File: config.mk
export PLATFORM = sky130hd
export DESIGN_NAME = dfac_flag_mem
export DESIGN_NICKNAME = d
export VERILOG_FILES = /design/src/rtl/core/dfac_pkg.sv /design/src/rtl/core/dfac_flag_mem.sv
export SDC_FILE = /design/constraint.sdc
export NUM_CORES = 1
export LEC_CHECK = 0
export BUFFER_PORTS_ARGS = -buffer_cell sky130_fd_sc_hd__buf_2
export CORE_ASPECT_RATIO = 0.9
export CORE_MARGIN = 5
export CORE_UTILIZATION = 40
export CTS_BUF_LIST = sky130_fd_sc_hd__clkbuf_16
export CTS_CLUSTER_SIZE = 30
export DETAILED_ROUTE_END_ITERATION = 12
export PLACE_DENSITY = 0.58
export SLEW_MARGIN = 10
export SYNTH_ARGS = -nofsm -noshare
export SYNTH_HDL_FRONTEND = slang
export SYNTH_SLANG_ARGS = --single-unit
File: constraint.sdc
create_clock -name clk_i -period 7.7 [get_ports clk_i]
set_clock_uncertainty 0.1 [all_clocks]
set_input_delay 0.77 -clock clk_i [delete_from_list [all_inputs] [get_ports clk_i]]
set_output_delay 0.77 -clock clk_i [all_outputs]
set_load 0.05 [all_outputs]
File: src/rtl/core/dfac_pkg.sv
package dfac_pkg;

  localparam int StateCountDef = 256;
  localparam int SymW          = 8;
  localparam int StW           = 8;
  // table entry: present flag over next state
  localparam int EntryW        = StW + 1;

  localparam logic [SymW-1:0] ChAt   = 8'h40;
  localparam logic [SymW-1:0] ChDot  = 8'h2E;
  localparam logic [SymW-1:0] ChLoA  = 8'h61;
  localparam logic [SymW-1:0] ChLoZ  = 8'h7A;
  localparam logic [SymW-1:0] ChDig0 = 8'h30;
  localparam logic [SymW-1:0] ChDig9 = 8'h39;

  typedef enum logic [1:0] {
    CmdWrTrans  = 2'd0,
    CmdSetFinal = 2'd1,
    CmdSymbol   = 2'd2,
    CmdEnd      = 2'd3
  } cmd_e;

  typedef struct packed {
    logic [1:0]      command;
    logic [SymW-1:0] symbol;
    logic [StW-1:0]  from_state;
    logic [StW-1:0]  to_state;
    logic            final_value;
  } item_t;

  typedef struct packed {
    logic            we;
    logic            re;
    logic [StW-1:0]  state;
    logic [SymW-1:0] symbol;
    logic [StW-1:0]  next_state;
  } tbl_req_t;

  typedef struct packed {
    logic           we;
    logic           re;
    logic [StW-1:0] state;
    logic           final_value;
  } flag_req_t;

  typedef struct packed {
    logic valid;
    logic ok;
  } verdict_t;

endpackage

File: src/rtl/core/dfac_flag_mem.sv
module dfac_flag_mem #(
  parameter int StateCount = dfac_pkg::StateCountDef
) (
  input  logic                clk_i,
  input  logic                rst_ni,
  input  dfac_pkg::flag_req_t req_i,
  output logic                busy_o,
  output logic                rdata_o
);

  localparam int StateW = (StateCount > 1) ? $clog2(StateCount) : 1;
  localparam int ExtW   = (StateW > dfac_pkg::StW) ? StateW : dfac_pkg::StW;

  logic              mem_q [StateCount];
  logic              rdata_q;
  logic [StateW-1:0] clr_cnt_q, clr_cnt_d;
  logic              busy_q, busy_d;
  logic [ExtW-1:0]   state_ext;
  logic [StateW-1:0] addr;

  assign state_ext = ExtW'(req_i.state);
  assign addr      = state_ext[StateW-1:0];

  always_comb begin
    busy_d    = busy_q;
    clr_cnt_d = clr_cnt_q;
    if (busy_q) begin
      if (clr_cnt_q == StateW'(StateCount - 1)) begin
        busy_d = 1'b0;
      end else begin
        clr_cnt_d = clr_cnt_q + 1'b1;
      end
    end
  end

  always_ff @(posedge clk_i or negedge rst_ni) begin
    if (!rst_ni) begin
      busy_q    <= 1'b1;
      clr_cnt_q <= '0;
    end else begin
      busy_q    <= busy_d;
      clr_cnt_q <= clr_cnt_d;
    end
  end

  always_ff @(posedge clk_i) begin
    if (busy_q) begin
      mem_q[clr_cnt_q] <= 1'b0;
    end else if (req_i.we) begin
      mem_q[addr] <= req_i.final_value;
    end
    if (req_i.re) begin
      rdata_q <= mem_q[addr];
    end
  end

  assign busy_o  = busy_q;
  assign rdata_o = rdata_q;

endmodule

**After elaboration in Yosys (flattened, before gate mapping)**

Memories as Yosys holds them, arrays and structs flattened. A register that Yosys moved wholly into a read port is not among the register bits.
Cells that the tools add are included.

- RAM bits: 256
- Input bits: 13
- Flip-flop bits (word level): 9
- ROM bits: 0
- Latch bits: 0
- Output and inout port bits: 2
- Memories kept: 1
- Logic and storage cells: 18

Memory list:

| memory | depth | bits a word | rd ports | clocked after Yosys merged registers in | wr ports | RTL line | text |
|---|---|---|---|---|---|---|---|
| mem_q | 256 | 1 | 1 | 1 | 1 | dfac_flag_mem.sv:14 | `logic mem_q [StateCount];` |

- $mul: 0
- Equal/unequal tests: 1
- Shifts and indexed selects: 0
- Divide/modulo/power cells: 0
- Muxes and demuxes: 10
- Reduce and logical (&&, ||, !) cells: 2
- $add $sub $neg: 1
- Bitwise gates (word level): 1
- Order comparisons: 0

Operator list:

| operator | number |
|---|---|
| $mux W1 | 9 |
| $add A8 B1 Y8 const B | 1 |
| $eq A8 B8 Y1 const B | 1 |
| $mux W8 | 1 |
| $reduce_and A2 Y1 | 1 |
| $not A1 Y1 | 1 |
| $reduce_or A1 Y1 | 1 |

**Longest topological paths before layout**

- Word-level depth: 5
- Depth in mapped cells: 10
- Gate-level depth less buffers: 6

**Worst setup path before layout**

OpenSTA, ideal clock, no wires.

- Path kind: input to register
- Start: input req_i[10] (netlist bit)
- End: memory mem_q[0] (data pin)
- Arrival: 4,663 ps
- Buffers on the path: 2
- Stages on the path: 4
- Required time: 6,733 ps
- Library setup time: 867 ps
- Setup slack: 2,070 ps
- Path through: nor2b_1 -> clkbuf_1 -> clkbuf_1 -> and2_1

- Cells in the longest elaborated chain, start to end: 5

Ends and longest elaborated chain:

| item | RTL line | text |
|---|---|---|
| from (decl) | dfac_flag_mem.sv:6 | `input dfac_pkg::flag_req_t req_i,` |
| $mux W1 | dfac_flag_mem.sv:49 | `end else if (req_i.we) begin` |
| $mux W1 | dfac_flag_mem.sv:47 | `if (busy_q) begin` |
| $mux W1 (not written as such) | dfac_flag_mem.sv:50 | `mem_q[addr] <= req_i.final_value;` |
| $reduce_or A1 Y1 (no source line) | -- |  |
| $mux W1 (no source line) | -- |  |
| to (decl) | dfac_flag_mem.sv:14 |  |

Every way passes these cells.

==> impl_metrics.json <==
{
  "start_util_pct": 40.3,
  "rrSetupSlack_ps": 4320,
  "dieArea_um2": 33500,
  "htree_num_levels": 1,
  "p_switching_mw": 0.668,
  "overflow": 0,
  "synthTopCellsByArea": "edfxtp_1, nor2_1, mux2i_1, mux4_2, mux4_1",
  "critPathMaxFanout": 38,
  "cp-start-kind": "input port",
  "crit_arrival_ps": 3870,
  "drt-pass1-iter-count": 5,
  "min_from": "req_i[9]",
  "seqPwrFrac_pct": 51.5,
  "worst-r2r-cell-count": 3,
  "hp-class": "input port to register",
  "die_w_um": 192,
  "clockRootBuffer": "clkbuf_16",
  "crit_type": "input port to register",
  "syn_inst": 889,
  "hpwl_um": 17500,
  "setup_tns_ps": 0,
  "synth_cell_type_count": 55,
  "yosysSeqAreaShare_pct": 66.3,
  "cp_slowest_cell": "buf_4",
  "pwr_density_cell_nw_per_um2": 234,
  "antenna_found_initial": 0,
  "post_drt_via_cell_ratio": 5.50,
  "synth_top_cells_by_count": "nor2_1, edfxtp_1, mux2i_1",
  "cts_made_buffers": 29,
  "setup_violations": 0,
  "total_power_mw": 3.08,
  "grt_pass1_wl_um": 43400,
  "cp-startpoint": "req_i[2]",
  "sw_frac_of_total_pct": 21.6,
  "synth_nets": 903,
  "gp_congestion": 0.801,
  "layout_worst_path_cycle_share_pct": 46.8,
  "drt-initial-drc-count": 634,
  "ios": 15,
  "core_um2": 29700,
  "synth_edf_count": 257,
  "ys_ff_latch": 266,
  "post-synth-top-count-cell": "nor2_1",
  "critPathRequiredTime_ps": 7970,
  "rows": 60,
  "synthFlopType": "edfxtp_1",
  "clockBufferDepth": 3,
  "portBuffers": 14,
  "yosysTopAreaCell": "edfxtp_1",
  "pwr-share-comb_pct": 5.0,
  "min_period_ps": 3600,
  "syn_area_um2": 12000,
  "grt_pass1_vias": 6999,
  "remaining_drc_errors": 0,
  "cp_common_cell": "buf_4",
  "grt_max_degree": 111,
  "die-height_um": 174,
  "drt-wirelength-per-cell_um": 21.7,
  "ir_drop_mv": 0.218,
  "timing.rr.end": "mem_q[50]",
  "status": "finished clean",
  "holdWs_ps": 360,
  "grt_usage_pct": 16.9,
  "syn_to_final_growth_pct": 10.1,
  "antenna_left": 0,
  "maxCapViolCount": 0,
  "leakagePower_nw": 4.29,
  "hold_viol_final": 0,
  "synthArstFlopShare_pct": 3.38,
  "min_path_cells": 1,
  "synth.avg_cell_area_um2": 13.5,
  "clock_power_share_pct": 43.5,
  "synth_top_area_share_pct": 64.4,
  "ctsResizeCount": 0,
  "yosys_warnings": 0,
  "rsz0062_at_grt": "no",
  "clk-insertion-delay-late_ps": 540,
  "path_clk_slew_ps": 60,
  "fillers": 2773,
  "slew_violations": 0,
  "final_net_count": 886,
  "hold-path-endpoint": "rdata_o",
  "antennaDiodeCount": 0,
  "cpPeakStageDelay_ps": 650,
  "cp_cell_sequence": "buf_4, buf_4, nand3_1, o22ai_1, nor4_1, a311oi_1, a21oi_1, o221ai_1",
  "r2r-start": "busy_o",
  "cts_tree": "built",
  "numClockSinks": 266,
  "crit_path_end_kind": "register",
  "fmax_mhz": 278,
  "finalWirelength_um": 28200,
  "tightest_slew_ps": 1200,
  "max_slew_margin_pct": 19.6,
  "drive_gt1_share_pct": 10.8,
  "vias": 7142,
  "internal_power_mw": 2.42,
  "post_cts_buffers": 0
}
==> stage by stage <==
step	worst slack, ps	std cells	utilization (%)	area, um2
2_1_floorplan	2070	889	-	12000
3_3_place_gp	3540	1243	41.2	12300
3_5_place_dp	3540	1243	41.2	12300
4_1_cts	4080	1298	44.4	13200
5_1_grt	4010	1298	44.4	13200
6_report	4100	1298	44.4	13200
==> power groups by stage <==
stage | clock network [mW] | registers, mW | logic, mW
after global placement | 0 | 1.62 | 0.155
after floorplan | 0 | 1.63 | 0.108
after detailed placement | 0 | 1.62 | 0.156
after global routing | 1.43 | 1.59 | 0.167
after CTS | 1.36 | 1.59 | 0.157
final | 1.34 | 1.59 | 0.155
==> state kept, by name (all words and copies together), names as in the netlist <==
name / flops
busy_o: 1
rdata_o: 1
mem_q: 256
clr_cnt_q: 8
==> critical path, delay by kind of cell <==
kind            cells  cell delay [ps]
compound gates      4             1250
buf+inv             2             1090
simple gates        2              710
==> routing by layer <==
layer | vias up | global-route usage, % | routed length, um | part of all wire, %
li1 | 3252 | - | - | -
met2 | 205 | 26.7 | 13400 | 48
met4 | 0 | 4.04 | 471 | 1.7
met3 | 35 | 2.57 | 1700 | 6.0
met5 | - | 0 | 0 | 0
met1 | 3650 | 24.7 | 12600 | 45
==> layout make-up <==
type / instances / area (um2) / share of cell area, %
Clock buffer: 29 / 726 / 5.50
Clock inverter: 25 / 193 / 1.46
Inverter: 2 / 7.51 / 0.0569
Multi-Input combinational cell: 554 / 3700 / 28.1
Sequential cell: 266 / 7940 / 60.2
Tap cell: 403 / 504 / 3.82
Timing Repair Buffer: 19 / 115 / 0.873
==> worst max path at each step <==
stage | endpoint | slack, ps
after floorplan | mem_q[0] | 2070
after global routing | rdata_o | 4010
after global placement | rdata_o | 3540
after detailed placement | rdata_o | 3540
final | rdata_o | 4100
after CTS | rdata_o | 4080
==> kinds of logic after synthesis <==
group / count (synthesis) / synth area share (%)
and+or+nand+nor: 380 / 13.2
buffers and inverters: 69 / 2.84
AOI/OAI and AO/OA: 66 / 3.95
adders and majority gates: 1 / 0.104
muxes: 100 / 13.1
xor gates and xnor gates: 7 / 0.512
DFF: 266 / 66.3
==> placed cells by master, fill, tap and decap left out, types with 10 or more instances in the layout <==
| cell | synthesis | routed |
|---|---|---|
| buf_2 | 16 | 12 |
| o22ai_1 | 20 | 20 |
| nand2_1 | 44 | 44 |
| nand3_1 | 24 | 24 |
| clkbuf_16 | 0 | 29 |
| o21ai_0 | 14 | 14 |
| mux4_1 | 16 | 16 |
| nand3b_1 | 10 | 10 |
| edfxtp_1 | 257 | 257 |
| nor2_1 | 268 | 268 |
| mux2i_1 | 56 | 56 |
| mux4_2 | 24 | 24 |
==> repair_timing <==
| item | 4_1_cts | 5_1_grt |
|---|---|---|
| hold buffers | 1 | 0 |
| hold endpoints to repair | 8 | 0 |
| endpoints found under the setup margin | 0 | 0 |
No activity file was read; power rests on OpenSTA's default activity.
