[config.mk]
export PLATFORM = sky130hd
export DESIGN_NAME = dfac_walker
export DESIGN_NICKNAME = d
export VERILOG_FILES = /design/src/rtl/core/dfac_pkg.sv /design/src/rtl/core/dfac_walker.sv
export SDC_FILE = /design/constraint.sdc
export NUM_CORES = 1
export LEC_CHECK = 0
export BUFFER_PORTS_ARGS = -buffer_cell sky130_fd_sc_hd__buf_4
export CAP_MARGIN = 40
export CORE_UTILIZATION = 44
export CTS_BUF_LIST = sky130_fd_sc_hd__clkbuf_16
export CTS_CLUSTER_DIAMETER = 150
export DETAILED_ROUTE_END_ITERATION = 8
export PLACE_DENSITY = 0.89
export SYNTH_ARGS = -nofsm -noshare
export SYNTH_HDL_FRONTEND = slang
export SYNTH_SLANG_ARGS = --single-unit
[constraint.sdc]
create_clock -name clk_i -period 1.5 [get_ports clk_i]
set_input_delay 0.075 -clock clk_i [delete_from_list [all_inputs] [get_ports clk_i]]
set_output_delay 0.075 -clock clk_i [all_outputs]
set_load 0.05 [all_outputs]
[src/rtl/core/dfac_pkg.sv]
package dfac_pkg;

  localparam int StateCountDef = 256;
  localparam int SymW          = 8;
  localparam int StW           = 8;
  // table entry: present flag over next state
  localparam int EntryW        = StW + 1;

  localparam logic [SymW-1:0] ChAt   = 8'h40;
  localparam logic [SymW-1:0] ChDot  = 8'h2E;
  localparam logic [SymW-1:0] ChLoA  = 8'h61;
  localparam logic [SymW-1:0] ChLoZ  = 8'h7A;
  localparam logic [SymW-1:0] ChDig0 = 8'h30;
  localparam logic [SymW-1:0] ChDig9 = 8'h39;

  typedef enum logic [1:0] {
    CmdWrTrans  = 2'd0,
    CmdSetFinal = 2'd1,
    CmdSymbol   = 2'd2,
    CmdEnd      = 2'd3
  } cmd_e;

  typedef struct packed {
    logic [1:0]      command;
    logic [SymW-1:0] symbol;
    logic [StW-1:0]  from_state;
    logic [StW-1:0]  to_state;
    logic            final_value;
  } item_t;

  typedef struct packed {
    logic            we;
    logic            re;
    logic [StW-1:0]  state;
    logic [SymW-1:0] symbol;
    logic [StW-1:0]  next_state;
  } tbl_req_t;

  typedef struct packed {
    logic           we;
    logic           re;
    logic [StW-1:0] state;
    logic           final_value;
  } flag_req_t;

  typedef struct packed {
    logic valid;
    logic ok;
  } verdict_t;

endpackage

[src/rtl/core/dfac_walker.sv]
module dfac_walker #(
  parameter int StateCount = dfac_pkg::StateCountDef
) (
  input  logic                        clk_i,
  input  logic                        rst_ni,
  input  logic                        acc_i,
  input  dfac_pkg::item_t             item_i,
  input  logic                        cfg_we_i,
  input  logic [dfac_pkg::StW-1:0]    cfg_data_i,
  input  logic [dfac_pkg::EntryW-1:0] tbl_rdata_i,
  input  logic                        verdict_adv_i,
  output dfac_pkg::tbl_req_t          tbl_req_o,
  output dfac_pkg::flag_req_t         flag_req_o,
  output dfac_pkg::verdict_t          verdict_o
);

  localparam int PresentBit = dfac_pkg::EntryW - 1;

  logic [dfac_pkg::StW-1:0] start_q, start_d;
  logic [dfac_pkg::StW-1:0] cur_q, cur_d;
  logic                     dead_q, dead_d;
  logic                     at_q, at_d;
  logic                     dot_q, dot_d;
  logic                     bad_q, bad_d;
  logic                     instr_q, instr_d;
  logic                     step_q, step_d;
  dfac_pkg::verdict_t       verdict_q, verdict_d;

  logic                     eff_dead;
  logic [dfac_pkg::StW-1:0] eff_state;
  dfac_pkg::cmd_e           cmd;

  function automatic logic state_ok(input logic [dfac_pkg::StW-1:0] s);
    return {24'd0, s} < 32'(StateCount);
  endfunction

  assign cmd = dfac_pkg::cmd_e'(item_i.command);

  // fold in the lookup issued last cycle
  assign eff_dead  = dead_q | (step_q & ~tbl_rdata_i[PresentBit]);
  assign eff_state = (step_q && tbl_rdata_i[PresentBit]) ?
                     tbl_rdata_i[dfac_pkg::StW-1:0] : cur_q;

  always_comb begin
    start_d    = start_q;
    cur_d      = eff_state;
    dead_d     = eff_dead;
    at_d       = at_q;
    dot_d      = dot_q;
    bad_d      = bad_q;
    instr_d    = instr_q;
    step_d     = 1'b0;
    verdict_d  = verdict_q;
    tbl_req_o  = '0;
    flag_req_o = '0;

    if (verdict_adv_i) begin
      verdict_d.valid = 1'b0;
    end

    tbl_req_o.state       = item_i.from_state;
    tbl_req_o.symbol      = item_i.symbol;
    tbl_req_o.next_state  = item_i.to_state;
    flag_req_o.state      = item_i.from_state;
    flag_req_o.final_value = item_i.final_value;

    if (acc_i) begin
      case (cmd)
        dfac_pkg::CmdWrTrans: begin
          tbl_req_o.we = state_ok(item_i.from_state) && state_ok(item_i.to_state);
        end
        dfac_pkg::CmdSetFinal: begin
          flag_req_o.we = state_ok(item_i.from_state);
        end
        dfac_pkg::CmdSymbol: begin
          instr_d = 1'b1;
          if (item_i.symbol == dfac_pkg::ChAt) begin
            if (at_q) begin
              bad_d = 1'b1;
            end
            at_d = 1'b1;
          end else if (item_i.symbol == dfac_pkg::ChDot) begin
            if (!at_q) begin
              bad_d = 1'b1;
            end else begin
              dot_d = 1'b1;
            end
          end else if (!(item_i.symbol inside {[dfac_pkg::ChLoA:dfac_pkg::ChLoZ],
                                               [dfac_pkg::ChDig0:dfac_pkg::ChDig9]})) begin
            bad_d = 1'b1;
          end
          if (!eff_dead) begin
            if (state_ok(eff_state)) begin
              tbl_req_o.re    = 1'b1;
              tbl_req_o.state = eff_state;
              step_d          = 1'b1;
            end else begin
              dead_d = 1'b1;
            end
          end
        end
        dfac_pkg::CmdEnd: begin
          flag_req_o.re    = 1'b1;
          flag_req_o.state = eff_state;
          verdict_d.valid  = 1'b1;
          verdict_d.ok     = !bad_q && at_q && dot_q && !eff_dead && state_ok(eff_state);
          cur_d            = start_q;
          dead_d           = 1'b0;
          at_d             = 1'b0;
          dot_d            = 1'b0;
          bad_d            = 1'b0;
          instr_d          = 1'b0;
        end
        default: begin
          instr_d = instr_q;
        end
      endcase
    end

    // a new start state waits for the next string when one is under way
    if (cfg_we_i) begin
      start_d = cfg_data_i;
      if (!instr_q || (acc_i && cmd == dfac_pkg::CmdEnd)) begin
        cur_d = cfg_data_i;
      end
    end
  end

  always_ff @(posedge clk_i or negedge rst_ni) begin
    if (!rst_ni) begin
      start_q   <= '0;
      cur_q     <= '0;
      dead_q    <= 1'b0;
      at_q      <= 1'b0;
      dot_q     <= 1'b0;
      bad_q     <= 1'b0;
      instr_q   <= 1'b0;
      step_q    <= 1'b0;
      verdict_q <= '0;
    end else begin
      start_q   <= start_d;
      cur_q     <= cur_d;
      dead_q    <= dead_d;
      at_q      <= at_d;
      dot_q     <= dot_d;
      bad_q     <= bad_d;
      instr_q   <= instr_d;
      step_q    <= step_d;
      verdict_q <= verdict_d;
    end
  end

  assign verdict_o = verdict_q;

endmodule

After elaboration in Yosys (flattened, before gate mapping)
Index checks and enable logic that the tools add are counted.
{"block": "totals", "in_bits": 49, "elab_cells": 81, "out_inout_bits": 39, "register_bits": 24}
{"block": "op_classes", "order_cmp": 4, "muxes": 33, "bitwise_logic": 3, "reduce_logical": 19, "eq_ne": 12}
{"operator": "two-way mux 8 bit", "n": 5}
{"operator": "two-way mux 9 bit", "n": 3}
{"operator": "two-way mux 10 bit", "n": 2}
{"operator": "two-way mux 1 bit", "n": 16}
{"operator": "one-hot mux 1 bit (2 select lines)", "n": 5}
{"operator": "AND reduction 5 bit", "n": 2}
{"operator": "equality test 8 x 6 -> 1 bit (second input constant)", "n": 1}
{"operator": "equality test 8 x 7 -> 1 bit (second input constant)", "n": 1}
{"operator": ">= comparator 8 x 6 -> 1 bit (second input constant)", "n": 1}
{"operator": ">= comparator 8 x 7 -> 1 bit (second input constant)", "n": 1}
{"operator": "less-or-equal comparator 8 x 6 -> 1 bit (second input constant)", "n": 1}
{"operator": "less-or-equal comparator 8 x 7 -> 1 bit (second input constant)", "n": 1}
{"operator": "inequality test 2 bit (second input constant)", "n": 4}
{"operator": "inequality test 4 bit (second input constant)", "n": 2}
{"operator": "logical AND 1 bit", "n": 7}
{"operator": "equality test 2 bit (second input constant)", "n": 2}
{"operator": "two-way mux 2 bit", "n": 2}
{"operator": "AND reduction 2 bit", "n": 2}
{"operator": "nonzero test 2 bit", "n": 2}
{"operator": "zero test 1 bit", "n": 3}
{"operator": "inequality test 3 bit (second input constant)", "n": 1}
{"operator": "AND reduction 3 bit", "n": 1}
{"operator": "equality test 2 x 1 -> 1 bit (second input constant)", "n": 1}
{"operator": "zero test 2 bit", "n": 1}
{"operator": "other kinds (4)", "n": 4}

Logic depth before layout (Yosys ltp)
{"block": "depth", "depth_word": 7, "mapped_depth": 6, "depth_no_buf": 4}

Least setup slack after synthesis
No wires, ideal clock.
{"block": "synth_path", "path_type": "flip-flop to output port", "start": "register step_q", "end": "output flag_req_o[1] in the netlist's numbering", "arrival_ns": 1.872, "stages_incl_launch_ff": 4, "setup_slack_ns": -0.447, "path_buffers": 0, "t_required_ns": 1.425, "path_cell_list": "dfrtp_1 nand2_2 mux2i_1 o21ai_0"}
{"element": "from (decl)", "line_no": "dfac_walker.sv:26", "text": "logic step_q, step_d;"}
{"element": "from (signal assigned)", "line_no": "dfac_walker.sv:148", "text": "step_q <= step_d;"}
{"element": "to (decl)", "line_no": "dfac_walker.sv:13", "text": "output dfac_pkg::flag_req_t flag_req_o,"}

==> out/summary.txt <==
Status - finished with violations
Failing checks - setup timing
Max_cap viols - 0
CORE AREA - 3390 sq um
CTS Sinks - 24
Max VDD drop - 0.753 mV
H-tree Lvls - 1
Sequential area share after synthesis - 37.7%
Fmax - 576 MHz
Fin area - 2400 sq um
Worst Setup EP - flag_req_o[4]
Layout Utilization - 70.7%
Final setup vio count - 17
Synth area leader - dfrtp_1
N_diodes - 0
CP required - 1.42 ns
Post-synthesis register bit count - 24
Final #Nets - 288
Leak - 1.13 nW
Startpoint types - flop
Post-route minimum period - 1.74 ns
Least-Margin Pin Slew - 0.381 ns
Via count - 1537
Inserted Clock Buffers - 3
Die area - 3860 sq um
Hold WS - 0.0630 ns
Setup CP Type - flop to output port
Period utilisation layout - 116%
Area fraction of the dominant cell type after synthesis - 37.7%
Dpl cell area - 2150 sq um
Crit. End Element - output port
Vias in the first global route - 1555
Fraction of registers with async set/reset - 100%
Cells after Synth - 172
Area Overhead vs Synth - 50.6%
Ys Warns - 0
Maximum fanout along the worst path - 8
WL final - 4340 um
IO Pins - 88
Post-synth EDFFs - 0
Pwr dens - 953 nW/um^2
Largest net degree at the start of global routing - 28
Top cells by area, synth - dfrtp_1 38%, buf_4 8.5%, a21oi_1 6.0%, mux2_2 5.7%, o221a_1 5.7%
Routability congestion estimate - 0.786
Hold Path Class - input port to flop
Clock Root Buffer - clkbuf_16
Reg clk slew, reported paths - 0.06 ns
Layout Cells excl Fill - 284
Final setup margin - -0.236 ns
Skew final - 0.00279 ns
Die Ht - 62.1 um
Post-route ant nets - 0
Vias per inst - 5.41
Top-count cell post-synth - dfrtp_1
Final hold vios - 0
WL/cell - 15.3 um
Row count - 21
Starting Density - 47.0%
Max clock buf depth - 2
Worst relative slew slack - 74.6%
Syn Std Cell Area - 1590 sq um
Clk Latency, worst-skew pair - 0.26 ns
Layout cells sized above 1 - 53.4%
Final Max Slew Viols - 0
Critical path arrival - 1.66 ns
Initial antenna violation count - 0
Port Buf Inserts - 69
TritonCTS clock tree - built
Reg-to-reg startpoint - step_q$_DFF_PN0_
Worst R2R Setup Slack - 0.02 ns
First-pass GRT wire length - 7010 um
CP startpoint - step_q$_DFF_PN0_
Hold path depth - 2
DIE WIDTH - 62.1 um
DRT iter0 DRCs - 73
Synth top cells by count - 24 x dfrtp_1, 21 x nor2_1, 19 x a21oi_1
RSZ-0062 raised after global routing - true
Gr ovfl total - 0
Most common flop cell mapped by yosys - dfrtp_1
Gr usage total - 23.1%
Count of cell types in the netlist - 32
Dpl cells - 271
Post-DP HPWL - 3010 um
Mapped Nets - 221
Worst reg2reg endpoint - cur_q[5]$_DFF_PN0_
DRC viols - 0
Mean post-synth cell area - 9.25 sq um
DR pass1 iterations - 4
Worst R2R Path Depth - 5
-- final cells by class --
cell class	instances	area, sq um
inverters	4	15.0
repair buffers	89	727
clock buffers	3	75.1
clock inverters	1	3.75
well taps	46	57.6
multi-input cells	117	916
fillers	243	993
flip-flops and latches	24	602
-- how the worst min path moves through the flow --
stage | start | endpoint | slack, ns
after floorplan | rst_ni | at_q$_DFFE_PN0P_ | -0.22
after global placement | rst_ni | start_q[2]$_DFFE_PN0P_ | -0.01
after detailed placement | rst_ni | cur_q[7]$_DFF_PN0_ | -0.01
after CTS | cfg_data_i[2] | start_q[2]$_DFFE_PN0P_ | 0.06
after global routing | cfg_data_i[0] | start_q[0]$_DFFE_PN0P_ | 0.06
final | cfg_data_i[2] | start_q[2]$_DFFE_PN0P_ | 0.06
-- report_power, final --
group	internal, mW	leakage, nW	switching (mW)
sequential	0.732	0.288	0.0458
combinational	0.405	0.801	0.528
clock	0.356	0.0385	0.217
total	1.49	1.13	0.790
-- worst max-delay path, cell delays in order (launching register included) --
cell and delay [ns]:
dfrtp_2 0.45, nand2_4 0.19, mux2i_2 0.31, buf_4 0.20, o21ai_2 0.06, buf_4 0.19
-- layer usage --
layer  vias to the layer above  share of wire, %  global-route usage (%)  wire [um]
met5                         -                 0                       0          0
li1                        732                 -                       -          -
met4                         0               3.4                    14.2        148
met2                        62                52                    38.7       2250
met3                        17               5.9                    4.41        255
met1                       726                39                    27.3       1690
-- repair_timing --
action,4_1_cts,5_1_grt
gates cloned,0,0
pin swaps,1,0
endpoints found under the hold margin,25,0
buffers inserted,7,0
setup endpoints to repair,17,18
resized for setup,17,7
hold buffers,2,0
-- placed cells by master (no fill, tap or decap), drive strengths merged --
master / instances
a2111oi: 1
a21boi: 1
a21o: 1
a21oi: 19
a31oi: 2
a32o: 1
a41oi: 1
and2: 1
and3b: 1
and4b: 3
buf: 87
clkbuf: 3
clkinv: 1
dfrtp: 24
dlygate4sd3: 2
inv: 4
mux2: 8
mux2i: 8
nand2: 19
nand2b: 3
nand3: 1
nand3b: 1
nand4b: 3
nor2: 21
nor3b: 1
nor4: 1
nor4bb: 1
o2111ai: 1
o21ai: 10
o221a: 8
-- flip-flops by register name (all words and copies together) (netlist names) --
signal / cells
instr_q: 1
dead_q: 1
bad_q: 1
verdict_o: 2
dot_q: 1
step_q: 1
cur_q: 8
at_q: 1
start_q: 8
-- per-stage QoR --
| stage | power, mW | TNS, ns | setup slack (ns) |
|---|---|---|---|
| after floorplan | 1.39 | -0.230 | -0.0868 |
| after global placement | 1.61 | 0 | 0.0821 |
| after detailed placement | 1.64 | 0 | 0.00352 |
| after CTS | 2.28 | -2.75 | -0.206 |
| after global routing | 2.40 | -4.15 | -0.278 |
| final | 2.28 | -2.92 | -0.236 |
-- kinds of logic after synthesis --
logic type / after synthesis / share of synthesized area, %
simple gates: 56 / 18.3
compound gates: 45 / 20.0
buf+inv: 31 / 13.3
flops: 24 / 37.7
mux: 16 / 10.7
No activity file was read; power rests on OpenSTA's default activity.
